[config.mk]
export PLATFORM = sky130hd
export DESIGN_NAME = resp_multibulk_request_parser_core_flat
export DESIGN_NICKNAME = d
export VERILOG_FILES = /design/src/design/rmrp_pkg.sv /design/src/design/rmrp_req_if.sv /design/src/design/rmrp_rsp_if.sv /design/src/design/rmrp_csr_if.sv /design/src/design/rmrp_csr.sv /design/src/design/rmrp_parser.sv /design/src/design/rmrp_out_buf.sv /design/src/design/resp_multibulk_request_parser_core.sv /design/src/flat_wrapper.sv
export SDC_FILE = /design/constraint.sdc
export NUM_CORES = 1
export LEC_CHECK = 0
export ABC_AREA = 1
export BUFFER_PORTS_ARGS = -buffer_cell sky130_fd_sc_hd__buf_4
export CORE_MARGIN = 5
export CORE_UTILIZATION = 40
export DETAILED_ROUTE_END_ITERATION = 8
export GPL_TIMING_DRIVEN = 0
export PLACE_DENSITY = 0.63
export SYNTH_ARGS = -nofsm -noshare
export SYNTH_HDL_FRONTEND = slang
export SYNTH_HIERARCHICAL = 1
export SYNTH_SLANG_ARGS = --single-unit
[constraint.sdc]
create_clock -name clock -period 6.16 [get_ports clock]
set_input_delay 0.616 -clock clock [delete_from_list [all_inputs] [get_ports clock]]
set_output_delay 0.616 -clock clock [all_outputs]
set_load 0.03 [all_outputs]
[src/design/rmrp_pkg.sv]
// ----------------------------------------------------------------------------
// rmrp_pkg
// Shared widths, codes and word types of the multibulk request parser.
// ----------------------------------------------------------------------------
`default_nettype none

package rmrp_pkg;

   localparam int ByteW     = 8;
   localparam int IndexW    = 20;
   localparam int CountW    = 21;
   localparam int LengthW   = 30;
   localparam int CsrIndexW = 2;
   localparam int CsrDataW  = 32;

   localparam logic [LengthW-1:0] ValueMax           = 30'h3FFF_FFFF;
   localparam logic [CountW-1:0]  ResetMaxArgCount   = 21'h10_0000;
   localparam logic [LengthW-1:0] ResetMaxBulkLength = 30'h2000_0000;

   localparam logic [ByteW-1:0] CharStar   = 8'h2A;
   localparam logic [ByteW-1:0] CharDollar = 8'h24;
   localparam logic [ByteW-1:0] CharCr     = 8'h0D;
   localparam logic [ByteW-1:0] CharMinus  = 8'h2D;
   localparam logic [ByteW-1:0] CharZero   = 8'h30;
   localparam logic [ByteW-1:0] CharNine   = 8'h39;

   typedef enum logic [2:0] {
      EV_NONE      = 3'd0,
      EV_ARG_BYTE  = 3'd1,
      EV_ARG_END   = 3'd2,
      EV_CMD_DONE  = 3'd3,
      EV_PROTO_ERR = 3'd4
   } event_type;

   typedef enum logic [CsrIndexW-1:0] {
      REG_MAX_ARG_COUNT   = 2'd0,
      REG_MAX_BULK_LENGTH = 2'd1
   } csr_reg_type;

   typedef struct packed {
      logic [CountW-1:0]  max_arg_count;
      logic [LengthW-1:0] max_bulk_length;
   } cfg_type;

   typedef struct packed {
      event_type          event_res;
      logic [ByteW-1:0]   arg_byte;
      logic [IndexW-1:0]  arg_index;
      logic [CountW-1:0]  arg_count;
   } rsp_word_type;

   typedef struct packed {
      logic         valid;
      rsp_word_type word;
   } rsp_push_type;

endpackage

`default_nettype wire

[src/design/rmrp_req_if.sv]
// ----------------------------------------------------------------------------
// rmrp_req_if
// Request byte channel: valid, ready and one raw stream byte.
// ----------------------------------------------------------------------------
`default_nettype none

interface rmrp_req_if
   import rmrp_pkg::*;
();
   logic             valid;
   logic             ready;
   logic [ByteW-1:0] in_byte;

   modport source (output valid, output in_byte, input ready);
   modport sink   (input valid, input in_byte, output ready);
endinterface

`default_nettype wire

[src/design/rmrp_rsp_if.sv]
// ----------------------------------------------------------------------------
// rmrp_rsp_if
// Result channel: valid, ready and one parser event word.
// ----------------------------------------------------------------------------
`default_nettype none

interface rmrp_rsp_if
   import rmrp_pkg::*;
();
   logic              valid;
   logic              ready;
   logic [2:0]        event_res;
   logic [ByteW-1:0]  arg_byte;
   logic [IndexW-1:0] arg_index;
   logic [CountW-1:0] arg_count;

   modport source (output valid, output event_res, output arg_byte, output arg_index,
                   output arg_count, input ready);
   modport sink   (input valid, input event_res, input arg_byte, input arg_index,
                   input arg_count, output ready);
endinterface

`default_nettype wire

[src/design/rmrp_csr_if.sv]
// ----------------------------------------------------------------------------
// rmrp_csr_if
// Configuration write channel: valid, ready, register index and data.
// ----------------------------------------------------------------------------
`default_nettype none

interface rmrp_csr_if
   import rmrp_pkg::*;
();
   logic                 valid;
   logic                 ready;
   logic [CsrIndexW-1:0] index;
   logic [CsrDataW-1:0]  data;

   modport source (output valid, output index, output data, input ready);
   modport sink   (input valid, input index, input data, output ready);
endinterface

`default_nettype wire

[src/design/rmrp_csr.sv]
// ----------------------------------------------------------------------------
// rmrp_csr
// Limit registers for argument count and bulk length, written by index.
// ----------------------------------------------------------------------------
`default_nettype none

module rmrp_csr
   import rmrp_pkg::*;
(
   input  wire logic                 clock,
   input  wire logic                 reset,
   input  wire logic                 csr_valid,
   input  wire logic [CsrIndexW-1:0] csr_index,
   input  wire logic [CsrDataW-1:0]  csr_data,
   output      logic                 csr_ready,
   output      cfg_type              cfg
);

   cfg_type cfg_ff;
   cfg_type cfg_in;

   assign csr_ready = 1'b1;
   assign cfg       = cfg_ff;

   always_comb begin
      cfg_in = cfg_ff;
      if (csr_valid) begin
         case (csr_index)
            REG_MAX_ARG_COUNT:   cfg_in.max_arg_count   = csr_data[CountW-1:0];
            REG_MAX_BULK_LENGTH: cfg_in.max_bulk_length = csr_data[LengthW-1:0];
            default:             cfg_in = cfg_ff;
         endcase
      end
   end

   always_ff @(posedge clock) begin
      if (reset) begin
         cfg_ff.max_arg_count   <= ResetMaxArgCount;
         cfg_ff.max_bulk_length <= ResetMaxBulkLength;
      end else begin
         cfg_ff <= cfg_in;
      end
   end

endmodule

`default_nettype wire

[src/design/rmrp_parser.sv]
// ----------------------------------------------------------------------------
// rmrp_parser
// Input byte register and request state machine with number accumulator
// and argument counters; one byte handled per cycle while out_room is set.
// ----------------------------------------------------------------------------
`default_nettype none

module rmrp_parser
   import rmrp_pkg::*;
(
   input  wire logic             clock,
   input  wire logic             reset,
   input  wire cfg_type          cfg,
   input  wire logic             req_valid,
   input  wire logic [ByteW-1:0] req_byte,
   output      logic             req_ready,
   input  wire logic             out_room,
   output      rsp_push_type     push
);

   typedef enum logic [10:0] {
      PH_STAR       = 11'b000_0000_0001,
      PH_COUNT      = 11'b000_0000_0010,
      PH_SKIP_COUNT = 11'b000_0000_0100,
      PH_SKIP_EMPTY = 11'b000_0000_1000,
      PH_DOLLAR     = 11'b000_0001_0000,
      PH_LEN        = 11'b000_0010_0000,
      PH_SKIP_LEN   = 11'b000_0100_0000,
      PH_DATA       = 11'b000_1000_0000,
      PH_TRAIL1     = 11'b001_0000_0000,
      PH_TRAIL2     = 11'b010_0000_0000,
      PH_ERROR      = 11'b100_0000_0000
   } phase_type;

   typedef enum logic [1:0] {
      DS_NONE   = 2'd0,
      DS_ZERO   = 2'd1,
      DS_DIGITS = 2'd2,
      DS_BAD    = 2'd3
   } digit_status_type;

   typedef struct packed {
      logic [LengthW-1:0] value;
      logic               too_big;
      logic               negative;
      digit_status_type   status;
   } num_type;

   localparam num_type NumClear = '{value: '0, too_big: 1'b0, negative: 1'b0,
                                    status: DS_NONE};

   function automatic num_type number_feed(num_type n, logic [ByteW-1:0] c);
      num_type        r;
      logic [3:0]     d;
      logic [33:0]    x10;
      r   = n;
      d   = c[3:0];
      x10 = {1'b0, n.value, 3'b000} + {3'b000, n.value, 1'b0} + {30'd0, d};
      if (c == CharMinus) begin
         if (n.status == DS_NONE && !n.negative) begin
            r.negative = 1'b1;
         end else begin
            r.status = DS_BAD;
         end
      end else if (c inside {[CharZero:CharNine]}) begin
         if (n.status == DS_NONE) begin
            if (d == 4'd0) begin
               r.status = n.negative ? DS_BAD : DS_ZERO;
            end else begin
               r.status = DS_DIGITS;
               r.value  = {26'd0, d};
            end
         end else if (n.status == DS_ZERO) begin
            r.status = DS_BAD;
         end else if (n.status == DS_DIGITS && !n.too_big) begin
            if (x10 > {4'd0, ValueMax}) begin
               r.too_big = 1'b1;
               r.value   = ValueMax;
            end else begin
               r.value = x10[LengthW-1:0];
            end
         end
      end else begin
         r.status = DS_BAD;
      end
      return r;
   endfunction

   logic               in_valid_ff, in_valid_in;
   logic [ByteW-1:0]   in_byte_ff;
   logic               fire;

   phase_type          phase_ff, phase_in;
   num_type            num_ff, num_in;
   logic [CountW-1:0]  args_left_ff, args_left_in;
   logic [IndexW-1:0]  current_arg_ff, current_arg_in;
   logic [CountW-1:0]  total_args_ff, total_args_in;
   logic [LengthW-1:0] bytes_left_ff, bytes_left_in;

   logic               num_ok;
   logic [LengthW-1:0] bytes_dec;
   rsp_word_type       word;

   // input byte register
   assign fire        = in_valid_ff && out_room;
   assign req_ready   = !in_valid_ff || fire;
   assign in_valid_in = req_ready ? req_valid : in_valid_ff;

   always_ff @(posedge clock) begin
      if (reset) begin
         in_valid_ff <= 1'b0;
      end else begin
         in_valid_ff <= in_valid_in;
      end
   end

   always_ff @(posedge clock) begin
      if (req_valid && req_ready) begin
         in_byte_ff <= req_byte;
      end
   end

   // state machine
   assign num_ok    = (num_ff.status == DS_ZERO) || (num_ff.status == DS_DIGITS);
   assign bytes_dec = (bytes_left_ff != '0) ? bytes_left_ff - 30'd1 : bytes_left_ff;

   always_comb begin
      phase_in       = phase_ff;
      num_in         = num_ff;
      args_left_in   = args_left_ff;
      current_arg_in = current_arg_ff;
      total_args_in  = total_args_ff;
      bytes_left_in  = bytes_left_ff;
      word           = '{event_res: EV_NONE, arg_byte: '0, arg_index: '0, arg_count: '0};

      case (phase_ff)
         PH_STAR: begin
            if (in_byte_ff == CharStar) begin
               num_in   = NumClear;
               phase_in = PH_COUNT;
            end else begin
               phase_in = PH_ERROR;
            end
         end
         PH_COUNT: begin
            if (in_byte_ff != CharCr) begin
               num_in = number_feed(num_ff, in_byte_ff);
            end else if (!num_ok) begin
               phase_in = PH_ERROR;
            end else if (num_ff.negative || num_ff.value == '0) begin
               word.event_res = EV_CMD_DONE;
               phase_in       = PH_SKIP_EMPTY;
            end else if (num_ff.too_big ||
                         num_ff.value > {9'd0, cfg.max_arg_count}) begin
               phase_in = PH_ERROR;
            end else begin
               total_args_in  = num_ff.value[CountW-1:0];
               args_left_in   = num_ff.value[CountW-1:0];
               current_arg_in = '0;
               phase_in       = PH_SKIP_COUNT;
            end
         end
         PH_SKIP_COUNT: phase_in = PH_DOLLAR;
         PH_SKIP_EMPTY: phase_in = PH_STAR;
         PH_DOLLAR: begin
            if (in_byte_ff == CharDollar) begin
               num_in   = NumClear;
               phase_in = PH_LEN;
            end else begin
               phase_in = PH_ERROR;
            end
         end
         PH_LEN: begin
            if (in_byte_ff != CharCr) begin
               num_in = number_feed(num_ff, in_byte_ff);
            end else if (!num_ok || num_ff.negative || num_ff.too_big ||
                         num_ff.value > cfg.max_bulk_length) begin
               phase_in = PH_ERROR;
            end else begin
               bytes_left_in = num_ff.value;
               phase_in      = PH_SKIP_LEN;
            end
         end
         PH_SKIP_LEN: begin
            phase_in = (bytes_left_ff == '0) ? PH_TRAIL1 : PH_DATA;
         end
         PH_DATA: begin
            word.event_res = EV_ARG_BYTE;
            word.arg_byte  = in_byte_ff;
            word.arg_index = current_arg_ff;
            bytes_left_in  = bytes_dec;
            if (bytes_dec == '0) begin
               phase_in = PH_TRAIL1;
            end
         end
         PH_TRAIL1: begin
            word.event_res = EV_ARG_END;
            word.arg_index = current_arg_ff;
            if (args_left_ff != '0) begin
               args_left_in = args_left_ff - 21'd1;
            end
            phase_in = PH_TRAIL2;
         end
         PH_TRAIL2: begin
            if (args_left_ff == '0) begin
               word.event_res = EV_CMD_DONE;
               word.arg_count = total_args_ff;
               phase_in       = PH_STAR;
            end else begin
               current_arg_in = current_arg_ff + 20'd1;
               phase_in       = PH_DOLLAR;
            end
         end
         default: phase_in = PH_ERROR;
      endcase

      if (phase_in == PH_ERROR) begin
         word = '{event_res: EV_PROTO_ERR, arg_byte: '0, arg_index: '0, arg_count: '0};
      end
   end

   always_ff @(posedge clock) begin
      if (reset) begin
         phase_ff       <= PH_STAR;
         num_ff         <= NumClear;
         args_left_ff   <= '0;
         current_arg_ff <= '0;
         total_args_ff  <= '0;
         bytes_left_ff  <= '0;
      end else if (fire) begin
         phase_ff       <= phase_in;
         num_ff         <= num_in;
         args_left_ff   <= args_left_in;
         current_arg_ff <= current_arg_in;
         total_args_ff  <= total_args_in;
         bytes_left_ff  <= bytes_left_in;
      end
   end

   assign push.valid = fire;
   assign push.word  = word;

endmodule

`default_nettype wire

[src/design/rmrp_out_buf.sv]
// ----------------------------------------------------------------------------
// rmrp_out_buf
// Two-word result register with skid stage; room is taken from registered
// state only, so ready does not ripple back from the result side.
// ----------------------------------------------------------------------------
`default_nettype none

module rmrp_out_buf
   import rmrp_pkg::*;
(
   input  wire logic         clock,
   input  wire logic         reset,
   input  wire rsp_push_type push,
   output      logic         room,
   output      logic         rsp_valid,
   input  wire logic         rsp_ready,
   output      rsp_word_type rsp_word
);

   logic [1:0]   count_ff, count_in;
   rsp_word_type head_ff, head_in;
   rsp_word_type tail_ff, tail_in;
   logic         pop;

   assign room      = (count_ff != 2'd2);
   assign rsp_valid = (count_ff != 2'd0);
   assign rsp_word  = head_ff;
   assign pop       = rsp_valid && rsp_ready;

   always_comb begin
      count_in = count_ff;
      head_in  = head_ff;
      tail_in  = tail_ff;
      case (count_ff)
         2'd0: begin
            if (push.valid) begin
               head_in  = push.word;
               count_in = 2'd1;
            end
         end
         2'd1: begin
            if (push.valid && pop) begin
               head_in = push.word;
            end else if (push.valid) begin
               tail_in  = push.word;
               count_in = 2'd2;
            end else if (pop) begin
               count_in = 2'd0;
            end
         end
         2'd2: begin
            if (pop) begin
               head_in  = tail_ff;
               count_in = 2'd1;
            end
         end
         default: count_in = 2'd0;
      endcase
   end

   always_ff @(posedge clock) begin
      if (reset) begin
         count_ff <= 2'd0;
      end else begin
         count_ff <= count_in;
      end
   end

   always_ff @(posedge clock) begin
      head_ff <= head_in;
      tail_ff <= tail_in;
   end

endmodule

`default_nettype wire

[src/design/resp_multibulk_request_parser_core.sv]
// ----------------------------------------------------------------------------
// resp_multibulk_request_parser_core
// Streaming parser for multibulk requests, one stream byte per word.
//
// req_chan carries raw request bytes, rsp_chan one event word per byte
// (nothing, argument byte, argument end, command complete, protocol error)
// and csr_chan writes the argument count and bulk length limits by index.
// An accepted byte sits in the input register until the result register
// has room, is then parsed and its word written to the result register,
// which drives rsp_chan. One byte is taken every cycle while the result
// register has room; the state machine and its counters update together.
// Reset returns the parser to waiting for '*', clears all counters and
// loads the default limits. A protocol error holds until reset. When the
// receiver stalls, two words queue in the result stage and one byte in the
// input register before req_chan ready drops; after a stall clears,
// parsing resumes once the registered room of the result stage returns.
// ----------------------------------------------------------------------------
`default_nettype none

module resp_multibulk_request_parser_core
   import rmrp_pkg::*;
(
   input  wire logic   clock,
   input  wire logic   reset,
   rmrp_req_if.sink    req_chan,
   rmrp_rsp_if.source  rsp_chan,
   rmrp_csr_if.sink    csr_chan
);

   cfg_type      cfg;
   rsp_push_type push;
   logic         room;
   logic         parser_ready;
   logic         csr_ready;
   logic         rsp_valid;
   rsp_word_type rsp_word;

   rmrp_csr u_csr (
      .clock     (clock),
      .reset     (reset),
      .csr_valid (csr_chan.valid),
      .csr_index (csr_chan.index),
      .csr_data  (csr_chan.data),
      .csr_ready (csr_ready),
      .cfg       (cfg)
   );

   rmrp_parser u_parser (
      .clock     (clock),
      .reset     (reset),
      .cfg       (cfg),
      .req_valid (req_chan.valid),
      .req_byte  (req_chan.in_byte),
      .req_ready (parser_ready),
      .out_room  (room),
      .push      (push)
   );

   rmrp_out_buf u_out_buf (
      .clock     (clock),
      .reset     (reset),
      .push      (push),
      .room      (room),
      .rsp_valid (rsp_valid),
      .rsp_ready (rsp_chan.ready),
      .rsp_word  (rsp_word)
   );

   assign csr_chan.ready     = csr_ready;
   assign req_chan.ready     = parser_ready;
   assign rsp_chan.valid     = rsp_valid;
   assign rsp_chan.event_res = rsp_word.event_res;
   assign rsp_chan.arg_byte  = rsp_word.arg_byte;
   assign rsp_chan.arg_index = rsp_word.arg_index;
   assign rsp_chan.arg_count = rsp_word.arg_count;

endmodule

`default_nettype wire

[src/flat_wrapper.sv]
// flat-port wrapper written by rule: the top's interface ports become plain ports
module resp_multibulk_request_parser_core_flat import rmrp_pkg::*;
  (clock, reset, req_chan_valid, req_chan_in_byte, req_chan_ready, rsp_chan_valid, rsp_chan_event_res, rsp_chan_arg_byte, rsp_chan_arg_index, rsp_chan_arg_count, rsp_chan_ready, csr_chan_valid, csr_chan_index, csr_chan_data, csr_chan_ready);
  rmrp_req_if req_chan_i ();
  rmrp_rsp_if rsp_chan_i ();
  rmrp_csr_if csr_chan_i ();
  input  wire logic clock;
  input  wire logic reset;
  input wire logic [$bits(req_chan_i.valid)-1:0] req_chan_valid;
  input wire logic [$bits(req_chan_i.in_byte)-1:0] req_chan_in_byte;
  output wire logic [$bits(req_chan_i.ready)-1:0] req_chan_ready;
  output wire logic [$bits(rsp_chan_i.valid)-1:0] rsp_chan_valid;
  output wire logic [$bits(rsp_chan_i.event_res)-1:0] rsp_chan_event_res;
  output wire logic [$bits(rsp_chan_i.arg_byte)-1:0] rsp_chan_arg_byte;
  output wire logic [$bits(rsp_chan_i.arg_index)-1:0] rsp_chan_arg_index;
  output wire logic [$bits(rsp_chan_i.arg_count)-1:0] rsp_chan_arg_count;
  input wire logic [$bits(rsp_chan_i.ready)-1:0] rsp_chan_ready;
  input wire logic [$bits(csr_chan_i.valid)-1:0] csr_chan_valid;
  input wire logic [$bits(csr_chan_i.index)-1:0] csr_chan_index;
  input wire logic [$bits(csr_chan_i.data)-1:0] csr_chan_data;
  output wire logic [$bits(csr_chan_i.ready)-1:0] csr_chan_ready;
  assign req_chan_i.valid = req_chan_valid;
  assign req_chan_i.in_byte = req_chan_in_byte;
  assign req_chan_ready = req_chan_i.ready;
  assign rsp_chan_valid = rsp_chan_i.valid;
  assign rsp_chan_event_res = rsp_chan_i.event_res;
  assign rsp_chan_arg_byte = rsp_chan_i.arg_byte;
  assign rsp_chan_arg_index = rsp_chan_i.arg_index;
  assign rsp_chan_arg_count = rsp_chan_i.arg_count;
  assign rsp_chan_i.ready = rsp_chan_ready;
  assign csr_chan_i.valid = csr_chan_valid;
  assign csr_chan_i.index = csr_chan_index;
  assign csr_chan_i.data = csr_chan_data;
  assign csr_chan_ready = csr_chan_i.ready;
  resp_multibulk_request_parser_core u_core (.clock(clock), .reset(reset), .req_chan(req_chan_i), .rsp_chan(rsp_chan_i), .csr_chan(csr_chan_i));
endmodule
== Word-level counts from Yosys, hierarchy flattened ==
Cells that the tools add are included.
Word-level totals
  output and inout bits: 55
  input port bits: 47
  bits in registers: 303
  word-level logic and storage cells: 205
Cells by class
  bitwise operators: 4
  reduce and logical (&&, ||, !) cells: 49
  mux-type cells: 70
  $add $sub $neg: 5
  order comparisons: 5
  equality and inequality tests: 50
Operators with widths (count)
  52-bit two-way mux: 4
  30-bit two-way mux: 6
  52-bit case mux with 3 select lines: 1
  21-bit two-way mux: 7
  31-bit two-way mux: 4
  20-bit two-way mux: 6
  11-bit case mux with 10 select lines: 1
  34-bit two-way mux: 3
  34-bit case mux with 3 select lines: 1
  11-bit two-way mux: 9
  30-bit zero test: 3
  30-bit case mux with 2 select lines: 1
  21-bit case mux with 2 select lines: 1
  20-bit case mux with 2 select lines: 1
  33-bit by 31-bit adder with 34-bit output: 1
  34-bit by 4-bit adder with 34-bit output: 1
  34-bit by 30-bit > comparator with 1-bit output (second input constant): 1
  2-bit != test (second input constant): 17
  2-bit two-way mux: 16
  30-bit by 21-bit > comparator with 1-bit output: 1
  30-bit > comparator: 1
  30-bit nonzero test: 1
  30-bit by 1-bit subtractor with 30-bit output (second input constant): 1
  7-bit AND reduction: 4
  47 further kinds: 91

== Depth between registers and ports, before layout ==
  word-level depth: 13
  mapped depth: 19
  mapped depth without buffers: 19

== By module ==
Netlist, hierarchy kept.
By module, submodules not included
  rmrp_parser: instances 1, cells an instance 2116, sequential area each 3002.9 µm², area each 12623.4 µm²
  rmrp_out_buf: instances 1, cells an instance 293, sequential area each 3163.0 µm², area each 3895.0 µm²
  rmrp_csr: instances 1, cells an instance 329, sequential area each 1021.0 µm², area each 2165.8 µm²

== Worst setup path before layout ==
OpenSTA, ideal clock, no wires.
  path kind: register to register
  start point: register u_core.u_out_buf.count_ff[0]
  end point: register u_core.u_out_buf.head_ff (netlist bit u_core/u_out_buf/rsp_word[0]), enable pin
  arrival: 4.385 ns
  period minus slack after synthesis: 4.864 ns
  required time: 5.681 ns
  setup time: 0.479 ns
  path buffers: 4
  path slack: 1.296 ns
  cell stages (with the launch flop): 13
  path through: dfxtp_1 > nor2_4 > inv_2 > buf_4 > nand2_1 > inv_1 > clkbuf_1 > buf_1 > buf_4 > inv_1 > nand2_1 > nand2_1 > a21oi_1
On the way
  longest elaborated chain between the ends: 5
  elaborated cells on any way between the ends: 13
  classes of those cells: 6 x eq/ne; 7 x reduce/logical
RTL lines
  from (decl): RTL line rmrp_out_buf.sv:20  | logic [1:0] count_ff, count_in;
  from (signal assigned): RTL line rmrp_out_buf.sv:65  | count_ff <= count_in;
  2-bit != test (*): RTL line rmrp_out_buf.sv:25  | assign room = (count_ff != 2'd2);
  via u_core.room: RTL line resp_multibulk_request_parser_core.sv:32  | logic room;
  1-bit logical AND (*): RTL line rmrp_parser.sv:105  | assign fire = in_valid_ff && out_room;
  via u_core.u_parser.fire: RTL line rmrp_parser.sv:91  | logic fire;
  1-bit logical AND: RTL line rmrp_out_buf.sv:42  | if (push.valid && pop) begin
  2-bit != test (no source line)
  4-bit AND reduction (no source line) (*)
  to (signal assigned): RTL line rmrp_out_buf.sv:70  | head_ff <= head_in;
  to (decl): RTL line rmrp_out_buf.sv:21  | rsp_word_type head_ff, head_in;
Mark *: on every way through the listed nets, which the timed path passes. The rest lies on a longest branch.
A chain may end at the register's enable or synchronous reset.

== Worst setup path in the final report ==
  start point: register u_core/u_parser/num_ff[6] (netlist name)
  end point: register u_core/u_parser/num_ff[29] (netlist name)
On the way
  longest elaborated chain between the ends: 11
RTL lines
  from (decl): RTL line rmrp_parser.sv:94  | num_type num_ff, num_in;
  from (signal assigned): RTL line rmrp_parser.sv:225  | num_ff <= NumClear;
  from (signal assigned): RTL line rmrp_parser.sv:232  | num_ff <= num_in;
  33-bit by 31-bit adder with 34-bit output (*): RTL line rmrp_parser.sv:58  | x10 = {1'b0, n.value, 3'b000} + {3'b000, n.value, 1'b0} + {30'd0, d};
  34-bit by 4-bit adder with 34-bit output (*): RTL line rmrp_parser.sv:58
  34-bit by 30-bit > comparator with 1-bit output: RTL line rmrp_parser.sv:76  | if (x10 > {4'd0, ValueMax}) begin
  30-bit two-way mux (*): RTL line rmrp_parser.sv:76
  31-bit two-way mux (*): RTL line rmrp_parser.sv:75  | end else if (n.status == DS_DIGITS && !n.too_big) begin
  31-bit two-way mux (*): RTL line rmrp_parser.sv:73  | end else if (n.status == DS_ZERO) begin
  30-bit two-way mux (*): RTL line rmrp_parser.sv:66  | if (n.status == DS_NONE) begin
  31-bit two-way mux (*): RTL line rmrp_parser.sv:65  | end else if (c inside {[CharZero:CharNine]}) begin
  31-bit two-way mux (*): RTL line rmrp_parser.sv:59  | if (c == CharMinus) begin
  34-bit two-way mux (*): RTL line rmrp_parser.sv:174  | if (in_byte_ff != CharCr) begin
  34-bit case mux with 3 select lines (*): RTL line rmrp_parser.sv:136  | case (phase_ff)
Mark *: on every way between the ends. The rest lies on a longest branch, timed or not. The select of a mux whose other input is x is not followed.

==> summary.txt <==
Synth
  • FF+latch count, synth: between 300 and 400
  • Mapped Cells: about 2700
  • Ys Warns: 6
  • Avg Inst Size Synth: approximately 6.8 µm²
  • Fraction of registers with async set or reset after synthesis: 0%
  • Synthesized area: around 0.019 mm²
  • EDFF count, synth: around 110
  • Post-synth top area share: between 20 and 25%
  • Syn Nets: 2903
  • Unique masters post-synth: 51
  • Most frequent cell after synthesis: nand2_1
  • Seq/Total Area, Yosys: 38.47%
  • Cell taking the most area after synthesis: dfxtp_1
  • Synth cell count leaders: 784 x nand2_1, 500 x nor2_1, 324 x inv_1
  • Top_reg_cell synth: dfxtp_1
  • Top post-synthesis cells by area: dfxtp_1 20%, edfxtp_1 18%, nand2_1 16%

Critical path
  • Arr. time, crit path: 4.32 ns
  • Buf/Inv on CP: 1
  • CP Capture Type: flip-flop
  • Critical path type: flip-flop to flip-flop
  • Max Fanout on Critical Path: 10
  • CP required: ~6.6 ns
  • Cell chain of the critical path: fa_1 -> fa_1 -> a21oi_1 -> o21bai_2 -> nand3_1 -> nand2_1 -> nand2_1 -> nand2_1 -> nand2_1 -> nand2_1 -> nand2_1 -> nand2_1 -> nor2_1 -> a21oi_4 -> buf_6 -> nor2_1 -> nor2_1
  • Slowest CP cell: dfxtp_1
  • CP most frequent cell: nand2_1
  • CP top delay family: simple AND/OR/NAND/NOR gates
  • Crit path launch type: flip-flop
  • CP max stage delay: between 0.6 and 0.7 ns

Global route
  • Total GRT Usage: roughly a fifth
  • Pin count of the biggest net entering global routing: 35
  • Initial antenna violation count: 1
  • Vias in the first global route: ~17000
  • First-pass GRT wire length: ~87000 µm
  • Grt ovf: 0

Timing
  • Final Cycle Share: 63.49%
  • Final setup violating endpoints: 0
  • Post-Route Skew: 0.02451 ns
  • Min Hold Slack: 0.2257 ns
  • Slew margin rel.: around 39%
  • Final hold vios: 0
  • RSZ-0062 raised after global routing: false
  • FMAX: 255.7 MHz
  • Tmin final: around 3.9 ns
  • Worst setup margin: ~2.2 ns
  • Worst-margin pin slew: approximately 0.9 ns
  • Fin Setup TNS: 0 ns
  • Max-slew violations: 0

Placed design
  • GP Congestion: ~0.96
  • PortBufs: slightly below 100
  • Placed inst area: between 0.02 and 0.025 mm²
  • Place WS: between 2 and 2.5 ns
  • Placed cell count: between 3000 and 4000
  • Hpwl dp: about 42000 µm

Floorplan
  • Die width: roughly 230 µm
  • Cell row count: approximately 80
  • Die footprint: between 0.05 and 0.06 mm²
  • Die Y: between 200 and 250 µm
  • Core ar.: 0.04636 mm²
  • Initial core utilization: 40.30%
  • IO Pins: between 100 and 150

Drt
  • Total number of vias: approximately 18000
  • Antenna-violating nets left: 0
  • Post-DR vias/cell: around 5.1
  • Post-route DRC: 0
  • DRT iter0 DRCs: approximately 1300
  • DR pass1 iterations: 5
  • Avg WL per Cell: approximately 16 µm
  • WL final: 55050 µm

Job
  • Max Cap Violations: 0

Run status
  • Outcome: finished clean

Pwr
  • Pwr dens: ~220 mW/mm²
  • Static Leakage: around 0.010 µW
  • VDD IR max: 0.0001716 V

CTS
  • Post-CTS Setup Inserts: 0
  • H-tree depth: 2
  • CTS root buf: clkbuf_16
  • Clk_lat worst skew: about 0.56 ns
  • Hold Buf Count CTS: 0
  • CTS tree: done
  • Clock-pin slew on the worst setup and hold paths: roughly 0.060 ns
  • CTS max path bufs: 3
  • Number of buffers created by CTS: 36
  • Clock Sink Count: just over 300
  • Post_cts resized: 0

Finish
  • Layout net count: 3040
  • Post-Layout Cell Count: 3509
  • Antenna Cells: 0
  • Share of cells above drive strength 1: under 10%
  • Post-route cell area: about 0.021 mm²
  • Layout area overhead: 14.53%

Min path
  • Tightest Hold Check Type: input pin to flip-flop
## final cells by class
cell class / count / area [µm²]
multi-input combinational: 2012 / 9828
fill: 4767 / 24960
buffer: 89 / 426.7
clock inverter: 13 / 155.1
tap: 607 / 759.5
clock buffer: 52 / 1021
sequential: 303 / 7187
inverter: 334 / 1254
timing repair buffer: 99 / 768.2
## cell families (layout without fill, tap and decap cells)
logic type / Yosys count / after routing / share of synthesized area [%]
other: 1 / 1 / 0.02007
AND/OR/NAND/NOR: 1544 / 1544 / 33.84
adder cells (fa/ha/maj): 118 / 118 / 7.982
AO/OA/AOI/OAI: 311 / 311 / 8.913
flip-flops: 303 / 303 / 38.47
XOR/XNOR: 38 / 38 / 1.781
buffers and inverters: 423 / 587 / 8.994
## worst paths after layout
kind / start / to / slack [ns] / cells past startpoint
worst min-delay path: req_chan_in_byte[0] / u_core/u_parser/in_byte_ff[0] / 0.23 / 1
worst min register to register: u_core/u_csr/cfg[29] / u_core/u_csr/cfg[29] / 0.48 / 2
worst max-delay path: u_core/u_parser/num_ff[6] / u_core/u_parser/num_ff[29] / 2.25 / 17
worst max register to register: u_core/u_parser/num_ff[6] / u_core/u_parser/num_ff[29] / 2.25 / 17
## cell usage in the layout, fill, tap and decap left out, types with 13 or more instances in the layout
cell type / instances
ha_1: 116
xor2_1: 31
nand4_1: 37
buf_2: 29
nand3_1: 133
buf_4: 102
nor4_1: 13
edfxtp_1: 112
a21oi_1: 147
o22ai_1: 13
inv_1: 323
clkbuf_16: 36
clkbuf_1: 53
nand2_1: 784
dfxtp_1: 191
nor2_1: 500
o21ai_0: 114
nor3_1: 34
## per-stage QoR
stage / total power [µW] / util [%]
floorplan: 2450 / -
global placement: 2580 / 43.51
detailed placement: 2588 / 43.62
CTS: 4729 / 46.16
global route: 4864 / 46.16
finish: 4675 / 46.16
## power by group
group / internal (µW) / switching [µW] / total (µW)
sequential: 2120 / 25.1 / 2140
clock: 1250 / 877 / 2130
combinational: 135 / 273 / 408
## routing by layer
metal / GRT usage [%] / up-vias / wire length [µm]
li1: - / 9031 / -
met1: 28.82 / 8175 / 25180
met2: 34.37 / 524 / 24580
met3: 3.081 / 98 / 3530
met4: 7.180 / 2 / 1751
met5: 0 / - / 13
## sequential cells by signal, summed over array words and instances, names as in the netlist
| register | flops |
|---|---|
| u_core/u_out_buf/rsp_word | 52 |
| u_core/u_out_buf/tail_ff | 52 |
| u_core/u_csr/cfg | 51 |
| u_core/u_parser/num_ff | 34 |
| u_core/u_parser/bytes_left_ff | 30 |
| u_core/u_parser/args_left_ff | 21 |
| u_core/u_parser/total_args_ff | 21 |
| u_core/u_parser/current_arg_ff | 20 |
| u_core/u_parser/phase_ff | 11 |
| u_core/u_parser/in_byte_ff | 8 |
| u_core/u_out_buf/count_ff | 2 |
| u_core/u_parser/in_valid_ff | 1 |
Note: power is estimated with default switching activity, not from simulation.
